--- config.mk ---
export PLATFORM = sky130hd
export DESIGN_NAME = rfss_ctrl
export DESIGN_NICKNAME = d
export VERILOG_FILES = /design/src/hw/rtl/rfss_pkg.sv /design/src/hw/rtl/rfss_ctrl.sv
export SDC_FILE = /design/constraint.sdc
export NUM_CORES = 1
export LEC_CHECK = 0
export ABC_AREA = 1
export BUFFER_PORTS_ARGS = -buffer_cell sky130_fd_sc_hd__buf_2
export CAP_MARGIN = 20
export CORE_AREA = 3 3 40 42
export CTS_BUF_LIST = sky130_fd_sc_hd__clkbuf_2 sky130_fd_sc_hd__clkbuf_4 sky130_fd_sc_hd__clkbuf_8
export CTS_CLUSTER_SIZE = 8
export DETAILED_ROUTE_END_ITERATION = 10
export DIE_AREA = 0 0 43 45
export GPL_ROUTABILITY_DRIVEN = 0
export GPL_TIMING_DRIVEN = 0
export PLACE_DENSITY_LB_ADDON = 0.05
export SYNTH_ARGS = -nofsm -noshare
export SYNTH_HDL_FRONTEND = slang
export SYNTH_SLANG_ARGS = --single-unit
--- constraint.sdc ---
create_clock -name clk_i -period 2.9 [get_ports clk_i]
set_clock_uncertainty 0.2 [all_clocks]
set_input_delay 0.435 -clock clk_i [delete_from_list [all_inputs] [get_ports clk_i]]
set_output_delay 0.435 -clock clk_i [all_outputs]
set_load 0.05 [all_outputs]
--- src/hw/rtl/rfss_pkg.sv ---
package rfss_pkg;

  localparam int MaxPixels = 4096;
  localparam int AddrW     = $clog2(MaxPixels);
  localparam int CountW    = AddrW + 1;
  localparam int IndexW    = 12;
  localparam int ChanW     = 8;
  localparam int KindW     = 2;
  localparam int ColorW    = 2;
  localparam int CfgIdxW   = 2;
  localparam int CfgW      = 7;
  localparam int CfgReset  = 64;

  localparam int SumW       = 12;
  localparam int Div10Mul   = 3277;
  localparam int Div10Shift = 15;
  localparam int ProdW      = 24;

  localparam logic [KindW-1:0] KIND_FILL   = 2'd0;
  localparam logic [KindW-1:0] KIND_READ   = 2'd1;
  localparam logic [KindW-1:0] KIND_WRITE  = 2'd2;
  localparam logic [KindW-1:0] KIND_SMOOTH = 2'd3;

  localparam logic [ColorW-1:0] COLOR_RED   = 2'd0;
  localparam logic [ColorW-1:0] COLOR_GREEN = 2'd1;
  localparam logic [ColorW-1:0] COLOR_BLUE  = 2'd2;

  localparam logic [CfgIdxW-1:0] CFG_FRAME_WIDTH  = 2'd0;
  localparam logic [CfgIdxW-1:0] CFG_FRAME_HEIGHT = 2'd1;

  typedef struct packed {
    logic [ChanW-1:0] red;
    logic [ChanW-1:0] green;
    logic [ChanW-1:0] blue;
  } pixel_t;

  typedef struct packed {
    logic [KindW-1:0]  kind;
    logic [ColorW-1:0] fill_color;
    logic [IndexW-1:0] pixel_index;
    pixel_t            pix;
  } item_t;

  typedef struct packed {
    pixel_t pix;
    logic   bad_index;
  } result_t;

  typedef struct packed {
    logic load;
    logic item_wr;
    logic fill_wr;
    logic rd_item;
    logic sm_rd;
    logic out_load;
    logic cnt_clr;
  } cmd_t;

  typedef struct packed {
    logic [KindW-1:0] kind;
    logic             n_zero;
    logic             n_small;
    logic             cnt_last;
    logic             out_free;
  } status_t;

endpackage

--- src/hw/rtl/rfss_ctrl.sv ---
module rfss_ctrl import rfss_pkg::*; (
  input  logic    clk_i,
  input  logic    rst_ni,
  input  logic    in_valid_i,
  output logic    in_ready_o,
  input  status_t status_i,
  output cmd_t    cmd_o
);

  localparam logic [2:0] ST_IDLE     = 3'd0;
  localparam logic [2:0] ST_FILL     = 3'd1;
  localparam logic [2:0] ST_RD_ISSUE = 3'd2;
  localparam logic [2:0] ST_RD_WAIT  = 3'd3;
  localparam logic [2:0] ST_SMOOTH   = 3'd4;
  localparam logic [2:0] ST_SM_DRAIN = 3'd5;

  logic [2:0] state_q, state_d;

  always_comb begin
    state_d    = state_q;
    cmd_o      = '0;
    in_ready_o = 1'b0;
    case (state_q)
      ST_IDLE: begin
        in_ready_o    = 1'b1;
        cmd_o.cnt_clr = 1'b1;
        if (in_valid_i) begin
          cmd_o.load = 1'b1;
          case (status_i.kind)
            KIND_FILL: begin
              if (!status_i.n_zero) state_d = ST_FILL;
            end
            KIND_READ: begin
              state_d = ST_RD_ISSUE;
            end
            KIND_WRITE: begin
              cmd_o.item_wr = 1'b1;
            end
            KIND_SMOOTH: begin
              if (!status_i.n_small) state_d = ST_SMOOTH;
            end
            default: begin
              state_d = ST_IDLE;
            end
          endcase
        end
      end
      ST_FILL: begin
        cmd_o.fill_wr = 1'b1;
        if (status_i.cnt_last) state_d = ST_IDLE;
      end
      ST_RD_ISSUE: begin
        cmd_o.rd_item = 1'b1;
        state_d       = ST_RD_WAIT;
      end
      ST_RD_WAIT: begin
        if (status_i.out_free) begin
          cmd_o.out_load = 1'b1;
          state_d        = ST_IDLE;
        end
      end
      ST_SMOOTH: begin
        cmd_o.sm_rd = 1'b1;
        if (status_i.cnt_last) state_d = ST_SM_DRAIN;
      end
      ST_SM_DRAIN: begin
        state_d = ST_IDLE;
      end
      default: begin
        state_d = ST_IDLE;
      end
    endcase
  end

  always_ff @(posedge clk_i or negedge rst_ni) begin
    if (!rst_ni) begin
      state_q <= ST_IDLE;
    end else begin
      state_q <= state_d;
    end
  end

endmodule

==> summary.txt, run 1 <==
Layout
  • Post-layout nets: 84
  • Fillers: ~160
  • Multi-input logic area: 210 µm²
  • Biggest regs: state_q: 3 flops
  • Final core occ: 0.365
  • Finished Cell Area: about 470 µm²
  • Layout area overhead: 42.0%
  • Register area: 75.1 µm²
  • Share of cells above drive strength 1: 0.392
  • Max reg flops: 3
  • Reg with most FFs: state_q
  • N_diodes: 0

Power and ir drop
  • Internal: around 0.00025 W
  • Switch Pwr: 0.000400 W
  • Clock share of power: 0.122
  • Sequential Power Share: 0.146
  • VDD IR-drop max: 0.000584 V
  • Lkg Pwr: 0.294 nW
  • Sw Share: 0.615
  • Comb pwr share: 0.732
  • Power density cells: about 1400 nW/µm²

Detailed routing
  • Drt pass-1 iters: 4
  • Drt drc: 0
  • DRT iter0 DRCs: 3
  • Avg WL per Cell: 8.87 µm
  • Vias per cell: a little over 4
  • Vias: 364
  • Antenna viol nets, final: 0
  • WL final: 789 µm

Floorplanning
  • Die H: around 45 µm
  • Core ar.: around 1300 µm²
  • Die X: 43 µm
  • Die area: 1940 µm²
  • Initial Util: 0.257
  • Row count: 13
  • Number of I/O pins: 17

CTS
  • Cts repair resizes: 0
  • Post-CTS Hold Fix Bufs: 1
  • TritonCTS clock tree: done
  • CTS clk-pin slew, worst paths: around 0.040 ns
  • Clock Sinks: 3
  • H-tree Lvls: 1
  • Max Buffers Root-to-Sink: 2
  • Post-CTS setup buffers: 0
  • Root Buffer: clkbuf_4
  • Num CTS Buffers: 3
  • Clk Latency, worst-skew pair: ~0.22 ns

Hold path
  • Hold_sp: status_i[0]
  • Worst hold path type: input pin to register

Setup path
  • CP max FO: 7
  • WP data required: ~2.3 ns
  • Critical path type: register to primary output
  • CP startpoint kind: register
  • Register-to-Register Setup Slack: 1.49 ns
  • Setup crit start: state_q[2]
  • Reg-to-Reg Start: state_q[2]
  • Worst setup EP type: primary output
  • Worst path arrival time: 1.44 ns

GRT
  • First-pass GRT wire length: 1330 µm
  • Largest net degree at the start of global routing: 8
  • Gr usage total: 0.0883
  • Total congestion overflow: 0
  • Initial antenna violation count: 0
  • Vias in the first global route: approximately 340

Job
  • Total of max-cap violations: 0

Placement
  • Place WS: roughly 1.1 ns
  • Post-DP Area: 429 µm²
  • Hpwl dp: 646 µm
  • IO Port Bufs: 16

STA
  • Fmax: approximately 480 MHz
  • Hold Violations, Final: 0
  • Worst slew pin tran: 0.269 ns
  • Count of pins over their slew limit: 0
  • Final worst-path cycle share: 0.716
  • Worst setup margin: around 0.82 ns
  • Max_slew headroom: 0.821
  • Final setup vio count: 0
  • Minimum clock period: 2.08 ns
  • Setup_tns: 0 ns
  • RSZ-0062 raised after global routing: no

Logic synthesis
  • Synth Area per Inst: 6.23 µm²
  • Syn Nets: 62
  • Synthesized instance count: 53
  • #FFs+latches synth: 3
  • Synthesized area: roughly 330 µm²
  • Syn. warnings: 0
  • Post-synthesis sequential area ratio: 0.227
  • Unique cell type count in the Yosys netlist: 13

Outcome
  • Status: finished, final reports clean
==> synth_stat cells <==
cell type  instances  area share
nor3_1             3       0.045
buf_4              1       0.023
nand3_1            8        0.12
nand3b_1           1       0.023
nand2_1           13        0.15
nand2_2            1       0.019
clkinv_1           1       0.011
dfrtp_1            3        0.23
nand3_2            1       0.030
inv_1              8       0.091
inv_2              1       0.011
nor2_4             5        0.17
nor2_1             7       0.080
==> worst max-delay path, cell delays in order (launching register included) <==
cell,delay (ns)
dfrtp_1,0.46
nor2_4,0.20
nand3_2,0.13
nor3_1,0.14
buf_2,0.28
==> layer usage <==
metal	GRT usage	wire length [µm]	vias up
li1	-	-	203
met1	0.125	392	154
met2	0.135	352	7
met3	0.0120	44	0
met4	0.0361	0	0
met5	0	0	-
==> worst paths after layout <==
| kind | cells after the start | to |
|---|---|---|
| worst max-delay path | 4 | cmd_o[5] |
| worst min-delay path | 4 | state_q[1] |
| worst max register to register | 6 | state_q[2] |
| worst min register to register | 2 | state_q[0] |
| max in group asynchronous | 2 | state_q[1] |
| min in group asynchronous | 2 | state_q[2] |
==> cell families (layout without fill, tap and decap cells) <==
kind of cell / after synthesis / in the layout / synth area share
AND/OR/NAND/NOR: 39 / 39 / 0.636
buffers and inverters: 11 / 32 / 0.136
flip-flops: 3 / 3 / 0.227
==> power groups by stage <==
| stage | combinational (W) | clock, W | sequential [W] |
|---|---|---|---|
| 5_1_grt | 0.000520 | 0.0000828 | 0.0000988 |
| 6_report | 0.000476 | 0.0000795 | 0.0000950 |
| 2_1_floorplan | 0.000396 | 0 | 0.0000874 |
| 4_1_cts | 0.000483 | 0.0000813 | 0.0000947 |
| 3_3_place_gp | 0.000484 | 0 | 0.0000953 |
| 3_5_place_dp | 0.000480 | 0 | 0.0000952 |
==> area by class of cell <==
| cell class | count | area share |
|---|---|---|
| plain buffers | 1 | 0.0160 |
| clock buffers | 4 | 0.0640 |
| inverters | 10 | 0.0800 |
| multi-input cells | 39 | 0.448 |
| flip-flops and latches | 3 | 0.160 |
| well taps | 15 | 0.0400 |
| repair buffers | 17 | 0.192 |
==> per-stage QoR <==
step                power, W  hold WS [ns]  cells
floorplan           0.000484       -0.0606     53
global placement    0.000579        0.0327     84
detailed placement  0.000575        0.0323     84
CTS                 0.000659         0.323     89
global route        0.000702         0.351     89
finish              0.000651         0.323     89
==> placed cells by master, fill, tap and decap left out <==
cell type,n
dlygate4sd3_1,1
inv_1,8
nand3b_1,1
nand3_2,1
inv_2,1
buf_2,16
nand3_1,8
nor2_1,7
nand2_1,13
nand2_2,1
clkinv_1,1
nor3_1,3
clkbuf_4,4
buf_4,1
dfrtp_1,3
nor2_4,5
Power figures use the tool's default switching activity.
==> run 2, diff against run 1 <==
- clock period: 2.9 -> 1.7 ns (I/O delays scaled with it)
==> run 2 against run 1 <==
The run now ends with setup timing left. Sequential power increased by 63%. Final cell count rose by 6.7%. Design area grew 26%. Power rose by 120%. Count of clock-buffer cells in the layout is the same. Setup slack worse by 0.83 ns. Sequential share of layout area is 2.9 points lower. Non-clock buffer count up 6. Core utilization is 9.5 points higher. Combinational power rose by 140%. Die area is the same. First-iteration DRC count down 33%. Critical path type unchanged.
==> summary.txt, run 2 (same netlist as run 1, synthesis figures left out) <==
CTS
  • TritonCTS clock tree: done
  • Max Buffers Root-to-Sink: 2 (unchanged)
  • Root Buffer: clkbuf_4
  • Num CTS Buffers: 3 (unchanged)
  • CTS clk-pin slew, worst paths: 0.04 ns (about the same)
  • H-tree Lvls: 1 (unchanged)
  • Clock Sinks: 3 (unchanged)
  • Clk Latency, worst-skew pair: 0.22 ns (about the same)

Layout
  • Post-layout nets: 90 (+7.1%)
  • Share of cells above drive strength 1: 0.525 (+0.133)
  • Commonest non-fill, non-tap cells in the layout: 13 x nand2_1, 11 x buf_4, 8 x nand3_1, 8 x buf_2, 7 x inv_1
  • Reg with most FFs: state_q
  • Layout area overhead: 79.2%
  • Final core occ: 0.461 (+0.0954)
  • N_diodes: 0 (unchanged)
  • Biggest regs: state_q: 3 flops
  • Leading cell type in the layout, fill and taps excluded: nand2_1
  • Fillers: 135 (-13%)
  • Max reg flops: 3 (unchanged)
  • Finished Cell Area: 592 µm² (+26%)
  • Layout Cells excl Fill: 95 (+6.7%)

Floorplanning
  • Die X: 43 µm (unchanged)
  • Die H: 45 µm (unchanged)
  • Number of I/O pins: 17 (unchanged)
  • Die area: 1940 µm² (unchanged)
  • Row count: 13 (unchanged)
  • Core ar.: 1280 µm² (unchanged)
  • Initial Util: 0.257 (unchanged)

Detailed routing
  • Vias per cell: 4.22 (+3.2%)
  • DRT iter0 DRCs: 2 (-1)
  • Met1 wire length: 394 µm (+0.51%)
  • Met3 WL post-DR: 47 µm (+6.8%)
  • WL final: 874 µm (+11%)
  • Drt pass-1 iters: 3 (-1)
  • Avg WL per Cell: 9.20 µm (+3.8%)
  • Met2 WL post-DR: 433 µm (+23%)
  • Vias: 401 (+10%)
  • Top Metal Used: met3
  • Drt drc: 0 (unchanged)
  • Antenna viol nets, final: 0 (unchanged)

Setup path
  • Reg-to-Reg Start: state_q[2]
  • Worst path arrival time: 1.25 ns (-0.19 ns)
  • CP max FO: 4 (-3)
  • Register-to-Register Setup Slack: 0.19 ns (-1.30 ns)
  • CP startpoint kind: register
  • Worst setup path end: cmd_o[5]
  • Setup crit start: state_q[2]
  • Reg-to-reg endpoint: state_q[2]
  • Reg2reg path depth: 8 (+2)
  • WP data required: 1.24 ns (-1.03 ns)
  • Critical path type: register to primary output
  • Worst setup EP type: primary output

Placement
  • Hpwl dp: 647 µm (+0.25%)
  • Post-DP Area: 437 µm² (+1.7%)
  • IO Port Bufs: 16 (unchanged)
  • Dpl cells: 84 (unchanged)

GRT
  • Largest net degree at the start of global routing: 6 (-2)
  • Gr usage total: 0.0875 (-0.000760)
  • Initial antenna violation count: 0 (unchanged)
  • Total congestion overflow: 0 (unchanged)
  • First-pass GRT wire length: 1320 µm (-1.1%)
  • Vias in the first global route: 343 (+1.5%)

Job
  • Total of max-cap violations: 0 (unchanged)

STA
  • RSZ-0062 raised after global routing: yes
  • Count of pins over their slew limit: 0 (unchanged)
  • Worst setup margin: -0.00684 ns (-0.831 ns)
  • Minimum clock period: 1.71 ns
  • Worst hold slack: 0.142 ns (-0.181 ns)
  • Worst slew pin tran: 0.192 ns (-0.0763 ns)
  • Fmax: 586 MHz
  • Final worst-path cycle share: 1.00
  • Max_slew headroom: 0.872 (+0.0509)
  • Hold Violations, Final: 0 (unchanged)
  • Final setup vio count: 1 (+1)

Hold path
  • Worst hold path type: input pin to register
  • WHS Path Cells: 4 (unchanged)
  • Hold_sp: status_i[1]

Power and ir drop
  • VDD IR-drop max: 0.00125 V (+110%)
  • Power density cells: 2400 nW/µm² (+73%)
  • Lkg Pwr: 0.339 nW (+16%)

Outcome
  • Failing checks: setup timing
  • Status: finished with violations
-- run 2: cell types whose count changed in the layout (fill, tap and decap cells not counted), moves of 2 or more --
| cell | previous run | this run |
|---|---|---|
| nor3_2 | 0 | 2 |
| buf_4 | 1 | 11 |
| nor3_1 | 3 | 0 |
| buf_2 | 16 | 8 |
| dfrtp_2 | 0 | 2 |
| buf_6 | 0 | 3 |
| dfrtp_1 | 3 | 1 |
-- run 2: where the power goes --
part | internal (W) | switching (W)
combinational | 0.000441 | 0.000687
sequential | 0.000108 | 0.0000464
clock | 0.000103 | 0.0000314
-- run 2: area by class of cell --
type,instances,area [µm²],area share
sequential,3,77.6,0.131
tap,15,18.8,0.0317
inverter,10,37.5,0.0634
timing repair buffer,23,170,0.288
buffer,1,11.3,0.0190
clock buffer,4,30.0,0.0507
multi-input combinational,39,246,0.416
-- run 2: what timing repair did --
action                     in CTS  in global routing
resized for setup              15                  7
pin swaps                       2                  2
setup endpoints to repair       6                  7
hold endpoints to repair        3                  0
hold buffers                    1                  0
buffers inserted                4                  2
-- run 2: how the worst min path moves through the flow --
| stage | endpoint | slack [ns] |
|---|---|---|
| after floorplan | state_q[0] | -0.24 |
| after global placement | state_q[2] | -0.15 |
| after detailed placement | state_q[2] | -0.15 |
| after CTS | state_q[2] | 0.14 |
| after global routing | state_q[2] | 0.18 |
| final | state_q[2] | 0.14 |
-- run 2: critical path, stage by stage, from the launching register on --
cell	delay (ns)
dfrtp_2	0.43
nor2_4	0.19
nand3_4	0.10
nor3_4	0.12
buf_6	0.18
-- run 2: metal layers --
layer / vias up / global-route usage
met4: 0 / 0.0361
met1: 180 / 0.106
met5: - / 0
met2: 7 / 0.153
met3: 0 / 0.0159
li1: 214 / -
-- run 2: metrics by stage --
step / total power (W) / setup slack, ns / setup TNS [ns]
global route: 0.00151 / -0.0749 / -0.171
global placement: 0.000994 / 0.0538 / 0
finish: 0.00142 / -0.00684 / -0.00684
CTS: 0.00134 / -0.0406 / -0.0467
detailed placement: 0.000988 / 0.0582 / 0
floorplan: 0.000833 / -0.313 / -0.743
